--- src/rtl/slpg_pkg.sv ---
// Shared types, constants and lookup functions of the status LED pattern generator.
package slpg_pkg;

    // Widths of the stream payload and of internal state
    localparam int unsigned S_TDATA_W = 8;
    localparam int unsigned M_TDATA_W = 16;
    localparam int unsigned CFG_W     = 16;
    localparam int unsigned DUTY_W    = 8;
    localparam int unsigned PHASE_W   = 13;
    localparam int unsigned PER_W     = PHASE_W + 1;
    localparam int unsigned BIDX_W    = 7;

    // Default breathing period in ms (legal range 256 to 8191)
    localparam int unsigned BREATH_PERIOD_DEF = 4000;

    // Register reset values
    localparam logic [CFG_W-1:0]  BOOT_DURATION_RST = 16'd720;
    localparam logic [DUTY_W-1:0] FULL_DUTY_RST     = 8'd255;

    // Register indexes on the write port
    localparam logic REG_BOOT_DURATION = 1'b0;
    localparam logic REG_FULL_DUTY     = 1'b1;

    // Pattern periods in ms
    localparam logic [PER_W-1:0] PER_ONE  = 14'd1;
    localparam logic [PER_W-1:0] PER_BOOT = 14'd720;
    localparam logic [PER_W-1:0] PER_OTA  = 14'd200;
    localparam logic [PER_W-1:0] PER_CAL  = 14'd2000;
    localparam logic [PER_W-1:0] PER_SOS  = 14'd4200;

    // Breathing index step per ms: 128 steps over one period
    localparam logic [PER_W-1:0] BREATH_STEP = 14'd128;
    localparam logic [BIDX_W-1:0] BREATH_MID = 7'd64;
    localparam logic [BIDX_W:0]   BREATH_TOP = 8'd128;

    // Window edges of the OTA blink
    localparam logic [PHASE_W-1:0] OTA_ON_END = 13'd100;

    // Patterns, as shown on the result
    typedef enum logic [2:0] {
        PAT_OFF    = 3'd0,
        PAT_SOLID  = 3'd1,
        PAT_BREATH = 3'd2,
        PAT_BOOT   = 3'd3,
        PAT_OTA    = 3'd4,
        PAT_CAL    = 3'd5,
        PAT_SOS    = 3'd6
    } pattern_t;

    // Status flags of one tick, USB power in the lowest bit
    typedef struct packed {
        logic ota_active;
        logic sleeping;
        logic fault;
        logic cal_needed;
        logic link_up;
        logic maintenance;
        logic usb_pwr;
    } status_flags_t;

    // Lit windows, start inclusive and end exclusive
    localparam int unsigned BOOT_WIN_N = 3;
    localparam logic [PHASE_W-1:0] BOOT_WIN [2*BOOT_WIN_N] = '{
        13'd0, 13'd100, 13'd220, 13'd320, 13'd440, 13'd540
    };
    localparam int unsigned CAL_WIN_N = 2;
    localparam logic [PHASE_W-1:0] CAL_WIN [2*CAL_WIN_N] = '{
        13'd0, 13'd140, 13'd280, 13'd420
    };
    localparam int unsigned SOS_WIN_N = 9;
    localparam logic [PHASE_W-1:0] SOS_WIN [2*SOS_WIN_N] = '{
        13'd0, 13'd120, 13'd240, 13'd360, 13'd480, 13'd600, 13'd960, 13'd1320,
        13'd1440, 13'd1800, 13'd1920, 13'd2280, 13'd2640, 13'd2760, 13'd2880,
        13'd3000, 13'd3120, 13'd3240
    };

    // Half wave of the breathing curve, 8 + 247 * sin^4(pi * k / 128)
    localparam int unsigned BREATH_LUT_N = 65;
    localparam logic [DUTY_W-1:0] BREATH_LUT [BREATH_LUT_N] = '{
        8'd8, 8'd8, 8'd8, 8'd8, 8'd8, 8'd8, 8'd8, 8'd8, 8'd8, 8'd8, 8'd8, 8'd9, 8'd9,
        8'd10, 8'd11, 8'd12, 8'd13, 8'd14, 8'd16, 8'd18, 8'd20, 8'd22, 8'd25, 8'd28,
        8'd31, 8'd35, 8'd39, 8'd43, 8'd48, 8'd52, 8'd58, 8'd63, 8'd69, 8'd75, 8'd82,
        8'd89, 8'd96, 8'd103, 8'd110, 8'd118, 8'd126, 8'd133, 8'd141, 8'd149, 8'd157,
        8'd165, 8'd172, 8'd180, 8'd187, 8'd195, 8'd202, 8'd208, 8'd215, 8'd221, 8'd226,
        8'd231, 8'd236, 8'd240, 8'd244, 8'd247, 8'd250, 8'd252, 8'd253, 8'd254, 8'd255
    };

    // Breathing duty for a full-wave index 0..127
    function automatic logic [DUTY_W-1:0] breath_duty(logic [BIDX_W-1:0] idx);
        logic [BIDX_W:0]   mirrored;
        logic [BIDX_W-1:0] k;
        mirrored = BREATH_TOP - {1'b0, idx};
        k = (idx <= BREATH_MID) ? idx : mirrored[BIDX_W-1:0];
        return (k > BREATH_MID) ? BREATH_LUT[BREATH_LUT_N-1] : BREATH_LUT[k];
    endfunction

    // Period of a pattern; off and solid hold their phase at zero
    function automatic logic [PER_W-1:0] period_of(pattern_t pat,
                                                  logic [PER_W-1:0] breath_per);
        logic [PER_W-1:0] per;
        unique case (pat)
            PAT_BREATH: per = breath_per;
            PAT_BOOT:   per = PER_BOOT;
            PAT_OTA:    per = PER_OTA;
            PAT_CAL:    per = PER_CAL;
            PAT_SOS:    per = PER_SOS;
            default:    per = PER_ONE;
        endcase
        return per;
    endfunction

endpackage

--- src/rtl/slpg_pattern_sel.sv ---
// Priority selection of the LED pattern from the status flags of one tick.
module slpg_pattern_sel import slpg_pkg::*; (
    input  status_flags_t flags,
    input  logic          boot_active,
    output pattern_t      pat
);

    // Pick the highest priority pattern that applies
    always_comb begin
        if (flags.sleeping) begin
            pat = PAT_OFF;
        end else if (flags.ota_active) begin
            pat = PAT_OTA;
        end else if (boot_active) begin
            pat = PAT_BOOT;
        end else if (flags.fault) begin
            pat = PAT_SOS;
        end else if (flags.cal_needed) begin
            pat = PAT_CAL;
        end else if (flags.usb_pwr || flags.maintenance) begin
            pat = PAT_SOLID;
        end else if (flags.link_up) begin
            pat = PAT_OFF;
        end else begin
            pat = PAT_BREATH;
        end
    end

endmodule

--- src/rtl/slpg_duty_gen.sv ---
// Duty value of a pattern at a given phase.
module slpg_duty_gen import slpg_pkg::*; (
    input  pattern_t            pat,
    input  logic [PHASE_W-1:0]  phase,
    input  logic [BIDX_W-1:0]   breath_idx,
    input  logic [DUTY_W-1:0]   full_duty,
    output logic [DUTY_W-1:0]   duty
);

    logic boot_lit;
    logic cal_lit;
    logic sos_lit;

    // Test the phase against every lit window in parallel
    always_comb begin
        boot_lit = 1'b0;
        for (int n = 0; n < BOOT_WIN_N; n++) begin
            if (phase >= BOOT_WIN[2*n] && phase < BOOT_WIN[2*n+1]) boot_lit = 1'b1;
        end
        cal_lit = 1'b0;
        for (int n = 0; n < CAL_WIN_N; n++) begin
            if (phase >= CAL_WIN[2*n] && phase < CAL_WIN[2*n+1]) cal_lit = 1'b1;
        end
        sos_lit = 1'b0;
        for (int n = 0; n < SOS_WIN_N; n++) begin
            if (phase >= SOS_WIN[2*n] && phase < SOS_WIN[2*n+1]) sos_lit = 1'b1;
        end
    end

    // Map pattern and window to a duty
    always_comb begin
        unique case (pat)
            PAT_SOLID:  duty = full_duty;
            PAT_BREATH: duty = breath_duty(breath_idx);
            PAT_BOOT:   duty = boot_lit ? full_duty : '0;
            PAT_OTA:    duty = (phase < OTA_ON_END) ? full_duty : '0;
            PAT_CAL:    duty = cal_lit ? full_duty : '0;
            PAT_SOS:    duty = sos_lit ? full_duty : '0;
            default:    duty = '0;
        endcase
    end

endmodule

--- src/rtl/status_led_pattern_generator.sv ---
// Top level of the status LED pattern generator: registers, state update and handshakes.
//
//  channel  | direction | handshake          | payload
//  ---------+-----------+--------------------+----------------------------------------
//  s_       | in        | s_tvalid/s_tready  | s_tdata[6:0] status flags of one tick
//  m_       | out       | m_tvalid/m_tready  | m_tdata[7:0] duty, [10:8] pattern
//  cfg_     | in        | cfg_wr_en          | cfg_addr index, cfg_wdata value
//
// One item per cycle sustained while m_tready is high; each accepted item passes from the
// input register through the pattern logic into the result register.
// Reset (aresetn low, synchronous) empties both registers and restores the boot timer,
// the boot pattern, a zero phase and the register defaults.
// A stalled result holds in the result register while the input register still takes
// one more item; s_tready drops only when both are full and m_tready is low.
module status_led_pattern_generator import slpg_pkg::*; #(
    parameter int unsigned BREATH_PERIOD_MS = BREATH_PERIOD_DEF
) (
    input  logic                 aclk,
    input  logic                 aresetn,
    input  logic                 s_tvalid,
    output logic                 s_tready,
    // usb_pwr, maintenance, link_up, cal_needed, fault,
    // sleeping, ota_active, one zero pad bit
    input  logic [S_TDATA_W-1:0] s_tdata,
    output logic                 m_tvalid,
    input  logic                 m_tready,
    // duty[7:0], active_pattern[10:8], zero pad [15:11]
    output logic [M_TDATA_W-1:0] m_tdata,
    input  logic                 cfg_wr_en,
    input  logic                 cfg_addr,
    input  logic [CFG_W-1:0]     cfg_wdata
);

    localparam logic [PER_W-1:0] BREATH_PER = PER_W'(BREATH_PERIOD_MS);

    // Configuration registers
    logic [CFG_W-1:0]   boot_duration_reg;
    logic [DUTY_W-1:0]  full_duty_reg;

    // Input register
    logic               in_valid_reg, in_valid_next;
    status_flags_t      in_flags_reg;

    // Pattern state
    logic [CFG_W-1:0]   boot_elapsed_reg, boot_elapsed_next;
    pattern_t           cur_pat_reg;
    logic [PHASE_W-1:0] phase_reg, phase_next;
    logic [BIDX_W-1:0]  bidx_reg, bidx_next;
    logic [PHASE_W-1:0] brem_reg, brem_next;

    // Result register
    logic               out_valid_reg, out_valid_next;
    logic [DUTY_W-1:0]  out_duty_reg;
    pattern_t           out_pat_reg;

    logic               advance;
    logic               boot_active;
    pattern_t           pat;
    logic               restart;
    logic [PER_W-1:0]   per;
    logic [PHASE_W-1:0] t;
    logic [PER_W-1:0]   t_inc;
    logic [BIDX_W-1:0]  bidx_cur;
    logic [PHASE_W-1:0] brem_cur;
    logic [PER_W-1:0]   brem_add;
    logic [PER_W-1:0]   brem_sub;
    logic [DUTY_W-1:0]  duty;

    // Handshake: move an item on when the result register is free or drains
    assign advance  = in_valid_reg && (!out_valid_reg || m_tready);
    assign s_tready = !in_valid_reg || advance;
    assign m_tvalid = out_valid_reg;
    assign m_tdata  = {(M_TDATA_W - DUTY_W - 3)'(0), out_pat_reg, out_duty_reg};

    always_comb begin
        in_valid_next = in_valid_reg;
        if (s_tvalid && s_tready) begin
            in_valid_next = 1'b1;
        end else if (advance) begin
            in_valid_next = 1'b0;
        end
        out_valid_next = out_valid_reg;
        if (advance) begin
            out_valid_next = 1'b1;
        end else if (m_tready) begin
            out_valid_next = 1'b0;
        end
    end

    // Boot timer, tested before it counts
    assign boot_active = boot_elapsed_reg < boot_duration_reg;
    assign boot_elapsed_next = boot_active ? boot_elapsed_reg + 1'b1 : boot_elapsed_reg;

    slpg_pattern_sel u_sel (
        .flags       (in_flags_reg),
        .boot_active (boot_active),
        .pat         (pat)
    );

    // Phase of this tick: restart on a pattern change or when the held phase is past the period
    always_comb begin
        per      = period_of(pat, BREATH_PER);
        restart  = (pat != cur_pat_reg) || ({1'b0, phase_reg} >= per);
        t        = restart ? '0 : phase_reg;
        bidx_cur = restart ? '0 : bidx_reg;
        brem_cur = restart ? '0 : brem_reg;
    end

    // Advance the phase and the breathing index, which tracks phase * 128 / period
    always_comb begin
        t_inc    = {1'b0, t} + 1'b1;
        brem_add = {1'b0, brem_cur} + BREATH_STEP;
        brem_sub = brem_add - BREATH_PER;
        if (t_inc >= per) begin
            phase_next = '0;
            bidx_next  = '0;
            brem_next  = '0;
        end else if (brem_add >= BREATH_PER) begin
            phase_next = t_inc[PHASE_W-1:0];
            bidx_next  = bidx_cur + 1'b1;
            brem_next  = brem_sub[PHASE_W-1:0];
        end else begin
            phase_next = t_inc[PHASE_W-1:0];
            bidx_next  = bidx_cur;
            brem_next  = brem_add[PHASE_W-1:0];
        end
    end

    slpg_duty_gen u_duty (
        .pat        (pat),
        .phase      (t),
        .breath_idx (bidx_cur),
        .full_duty  (full_duty_reg),
        .duty       (duty)
    );

    // Configuration writes
    always_ff @(posedge aclk) begin
        if (!aresetn) begin
            boot_duration_reg <= BOOT_DURATION_RST;
            full_duty_reg     <= FULL_DUTY_RST;
        end else if (cfg_wr_en) begin
            unique case (cfg_addr)
                REG_BOOT_DURATION: boot_duration_reg <= cfg_wdata;
                REG_FULL_DUTY:     full_duty_reg     <= cfg_wdata[DUTY_W-1:0];
                default:           ;
            endcase
        end
    end

    // Control and pattern state
    always_ff @(posedge aclk) begin
        if (!aresetn) begin
            in_valid_reg     <= 1'b0;
            out_valid_reg    <= 1'b0;
            boot_elapsed_reg <= '0;
            cur_pat_reg      <= PAT_BOOT;
            phase_reg        <= '0;
            bidx_reg         <= '0;
            brem_reg         <= '0;
        end else begin
            in_valid_reg  <= in_valid_next;
            out_valid_reg <= out_valid_next;
            if (advance) begin
                boot_elapsed_reg <= boot_elapsed_next;
                cur_pat_reg      <= pat;
                phase_reg        <= phase_next;
                bidx_reg         <= bidx_next;
                brem_reg         <= brem_next;
            end
        end
    end

    // Payload registers
    always_ff @(posedge aclk) begin
        if (s_tvalid && s_tready) begin
            in_flags_reg <= status_flags_t'(s_tdata[$bits(status_flags_t)-1:0]);
        end
        if (advance) begin
            out_duty_reg <= duty;
            out_pat_reg  <= pat;
        end
    end

endmodule

--- config.mk ---
export PLATFORM = sky130hd
export DESIGN_NAME = status_led_pattern_generator
export DESIGN_NICKNAME = d
export VERILOG_FILES = /design/src/rtl/slpg_pkg.sv /design/src/rtl/slpg_pattern_sel.sv /design/src/rtl/slpg_duty_gen.sv /design/src/rtl/status_led_pattern_generator.sv
export SDC_FILE = /design/constraint.sdc
export NUM_CORES = 1
export LEC_CHECK = 0
export ABC_CLOCK_PERIOD_IN_PS = 9950
export BUFFER_PORTS_ARGS = -buffer_cell sky130_fd_sc_hd__buf_2
export CELL_PAD_IN_SITES_DETAIL_PLACEMENT = 0
export CELL_PAD_IN_SITES_GLOBAL_PLACEMENT = 1
export CORE_MARGIN = 1
export CORE_UTILIZATION = 45
export DETAILED_ROUTE_END_ITERATION = 10
export GPL_ROUTABILITY_DRIVEN = 0
export PLACE_DENSITY = 0.87
export RECOVER_POWER = 25
export SLEW_MARGIN = 0
export SYNTH_ARGS = -nofsm -noshare
export SYNTH_HDL_FRONTEND = slang
export SYNTH_SLANG_ARGS = --single-unit
export TNS_END_PERCENT = 20
--- constraint.sdc ---
create_clock -name aclk -period 9.95 [get_ports aclk]
set_input_delay 0.995 -clock aclk [delete_from_list [all_inputs] [get_ports aclk]]
set_output_delay 0.995 -clock aclk [all_outputs]
set_load 0.01 [all_outputs]
==> impl_metrics.toml <==
[die]
initial_core_util_pct = 45.82
ios = 48
fp.dieH_um = 123.4
core_um2 = 14480
die_w_um = 123.4
row_count = 44
dieArea_um2 = 15230

[synthesis]
synthAdderAreaFrac_pct = 10.49
yosysWarningCount = 0
synthCells = 875
synth.area.mux_share_pct = 0.9053
synth_top_family_by_area = "simple AND/OR/NAND/NOR gates"
synth-seq-cells = 91
seq_area_frac_synth_pct = 30.18
ys_types = 69
synthXorXnorAreaFrac_pct = 4.225
ys.flop_type = "dfxtp_1"
synth.avg_cell_area_um2 = 7.582
synth-simple-area-share_pct = 26.18
synth_compound_area_share_pct = 22.01
syn-cell-area_um2 = 6634
ys_async_sr_fraction_pct = 0
synth-edff-count = 18

[critical_path]
cp-start-kind = "flop"
critPathSlowestCell = "a2111oi_2"
worstSetupEndpointType = "flop"
ff2ff_setup_slack_ns = 1.30
path_class = "flop to flop"
cp_max_fo = 24
max_stage_delay_ns = 0.59
crit_top_cell = "ha_1"
required_ns = 10.20
crit_arrival_ns = 8.90

[global_routing]
grt.total_usage_pct = 23.39
grt_max_degree = 44
grt_overflow = 0
grt_pass1_wl_um = 28030
antenna_found_initial = 0
grt_pass1_vias = 5659

[power]
netSwitchingPower_uw = 236.7
ir_drop_mv = 0.07701
p_seq_share_pct = 46.8
power.total_uw = 848.7
p_per_area_nw_per_um2 = 117.4
internal_power_uw = 611.9
comb_power_share_pct = 10.8
leakagePower_nw = 2.764
p_sw_share_pct = 27.90
clock_power_share_pct = 42.4

[place]
placedCellCount = 1057
hpwl_um = 12130
port_buffers = 41

[cells_and_area]
num_antenna_cells = 0
area_delta_synth_final_pct = 9.016
drive_above_1_share_pct = 8.549
final_cells = 1073
final_nets = 968

[sta]
drv_slew = 30
finalCritPeriodShare_pct = 86.92
skew_ns = 0.01392
fin_setup_tns_ns = 0
post-route-min-period_ns = 8.649
rsz0062_at_grt = "false"
slew_headroom_pct = -4.771
setup_violations = 0
max_slew.worst_pin.slew_ns = 1.572
fmax_ghz = 0.1156
hold_violations = 0

[detailed_routing]
routed_wl_um = 17160
first_pass_iters = 5
vias_per_cell = 5.819
num_vias = 6244
drt_iter0_markers = 507
drcViolationCount = 0
wire_per_inst_um = 16.00
ant_nets = 0

[run]
max-cap-violations = 1

[clock_network]
holdBufCountCts = 0
cts_tree = "yes"
cts-root-buf = "clkbuf_16"
cts_setup_buffers = 0
cts_num_sinks = 91
numCtsBuffers = 9
clk_path_buf_depth = 2
cts_resized = 0
htreeDepth = 3
clk_pin_slew_ns = 0.07
clk_latency_ns = 0.36

[outcome]
violations = "capacitance limit, slew limit"
outcome = "finished with violations"

[hold_path]
min_path_type = "flop to flop"
placed cells by master, fill, tap and decap left out, drive strengths merged, types with 5 or more instances in the layout:
cell type / netlist / routed
conb: 1 / 5
o31ai: 6 / 6
and3: 16 / 16
inv: 37 / 39
a21oi: 69 / 69
nand2: 142 / 142
nor3: 19 / 19
and2: 7 / 7
clkbuf: 42 / 19
o2111ai: 5 / 5
mux2i: 6 / 6
a311oi: 6 / 6
a31oi: 7 / 7
a21o: 9 / 9
edfxtp: 18 / 18
xor2: 11 / 11
xnor2: 21 / 21
nor2: 70 / 70
a2111oi: 5 / 5
or2: 6 / 6
or3: 13 / 13
nand3b: 5 / 5
o21ai: 55 / 55
a211oi: 8 / 8
ha: 54 / 54
nand3: 48 / 48
dfxtp: 73 / 73
o311ai: 5 / 5
nor4: 10 / 10
buf: 18 / 45
nand2b: 5 / 5
nand4: 15 / 15
o211ai: 15 / 15
metal layers:
metal  up-vias  global-route usage (%)  wire length (um)
met2       143                   38.58              8176
met1      2910                   31.16              7980
met3        28                   3.275               698
met5         -                       0                 0
li1       3163                       -                 -
met4         0                   7.982               309
final timing paths:
kind	to	cells past startpoint	from
worst max register to register	brem_reg[9]$_SDFFE_PN0P_	37	boot_duration_reg[13]$_SDFFE_PN0P_
worst max-delay path	brem_reg[9]$_SDFFE_PN0P_	37	boot_duration_reg[13]$_SDFFE_PN0P_
worst min-delay path	brem_reg[12]$_SDFFE_PN0P_	2	brem_reg[12]$_SDFFE_PN0P_
worst min register to register	brem_reg[12]$_SDFFE_PN0P_	2	brem_reg[12]$_SDFFE_PN0P_
layout make-up:
cell class / instances / area (um2)
well taps: 184 / 230.2
clock buffers: 10 / 250.2
fillers: 1486 / 7247
inverters: 38 / 145.1
flip-flops and latches: 91 / 2002
repair buffers: 54 / 291.5
clock inverters: 6 / 61.31
multi-input cells: 690 / 4252
cells in the mapped netlist (all sizes together) (5+ instances only):
library cell / n / area share, %
a311oi: 6 / 0.79
nand3: 48 / 3.6
a2111oi: 5 / 1.0
a211oi: 8 / 0.91
o311ai: 5 / 0.66
nand4: 15 / 1.4
a21oi: 69 / 5.2
inv: 37 / 2.1
edfxtp: 18 / 8.1
o21ai: 55 / 4.1
and3: 16 / 1.6
ha: 54 / 10
o31ai: 6 / 0.68
o2111ai: 5 / 0.66
nor4: 10 / 0.94
dfxtp: 73 / 22
a21o: 9 / 1.0
nor3: 19 / 1.4
nor2: 70 / 4.2
xnor2: 21 / 2.8
a31oi: 7 / 0.66
or3: 13 / 1.3
nand3b: 5 / 0.57
buf: 18 / 1.4
mux2i: 6 / 0.91
nand2: 142 / 8.1
or2: 6 / 0.57
and2: 7 / 0.66
clkbuf: 42 / 2.4
xor2: 11 / 1.5
o211ai: 15 / 1.7
nand2b: 5 / 0.47
power groups by stage:
stage	clock, mW	sequential (mW)	combinational (mW)
2_1_floorplan	0	0.405	0.0626
3_3_place_gp	0	0.405	0.0915
3_5_place_dp	0	0.405	0.0921
4_1_cts	0.366	0.397	0.0924
5_1_grt	0.380	0.399	0.103
6_report	0.360	0.397	0.0916
stage by stage:
step                hold slack (ns)  utilization [%]  cell area [um2]  worst slack [ns]
floorplan                    0.4221                -             6649             2.284
global placement             0.4362            47.87             6932             1.468
detailed placement           0.4419            47.87             6932             1.425
CTS                          0.4508            50.03             7243             1.365
global route                 0.4750            49.95             7232            0.5204
finish                       0.4521            49.95             7232             1.301
critical path, delay by kind of cell, from the launching register on:
family | cells | cell delay (ns)
buffers and inverters | 5 | 0.98
adder cells (fa/ha/maj) | 4 | 1.11
flip-flops | 1 | 0.33
XOR/XNOR | 1 | 0.10
AND/OR/NAND/NOR | 12 | 2.72
AO/OA/AOI/OAI | 15 | 3.27
kinds of logic (layout without fill, tap and decap cells):
group / count (synthesis) / count (layout)
and+or+nand+nor: 367 / 367
AOI/OAI and AO/OA: 224 / 224
buffers and inverters: 98 / 108
DFF: 91 / 91
adders and majority gates: 56 / 56
xor gates and xnor gates: 32 / 32
muxes: 6 / 6
other: 1 / 5
No activity file was read; power rests on OpenSTA's default activity.
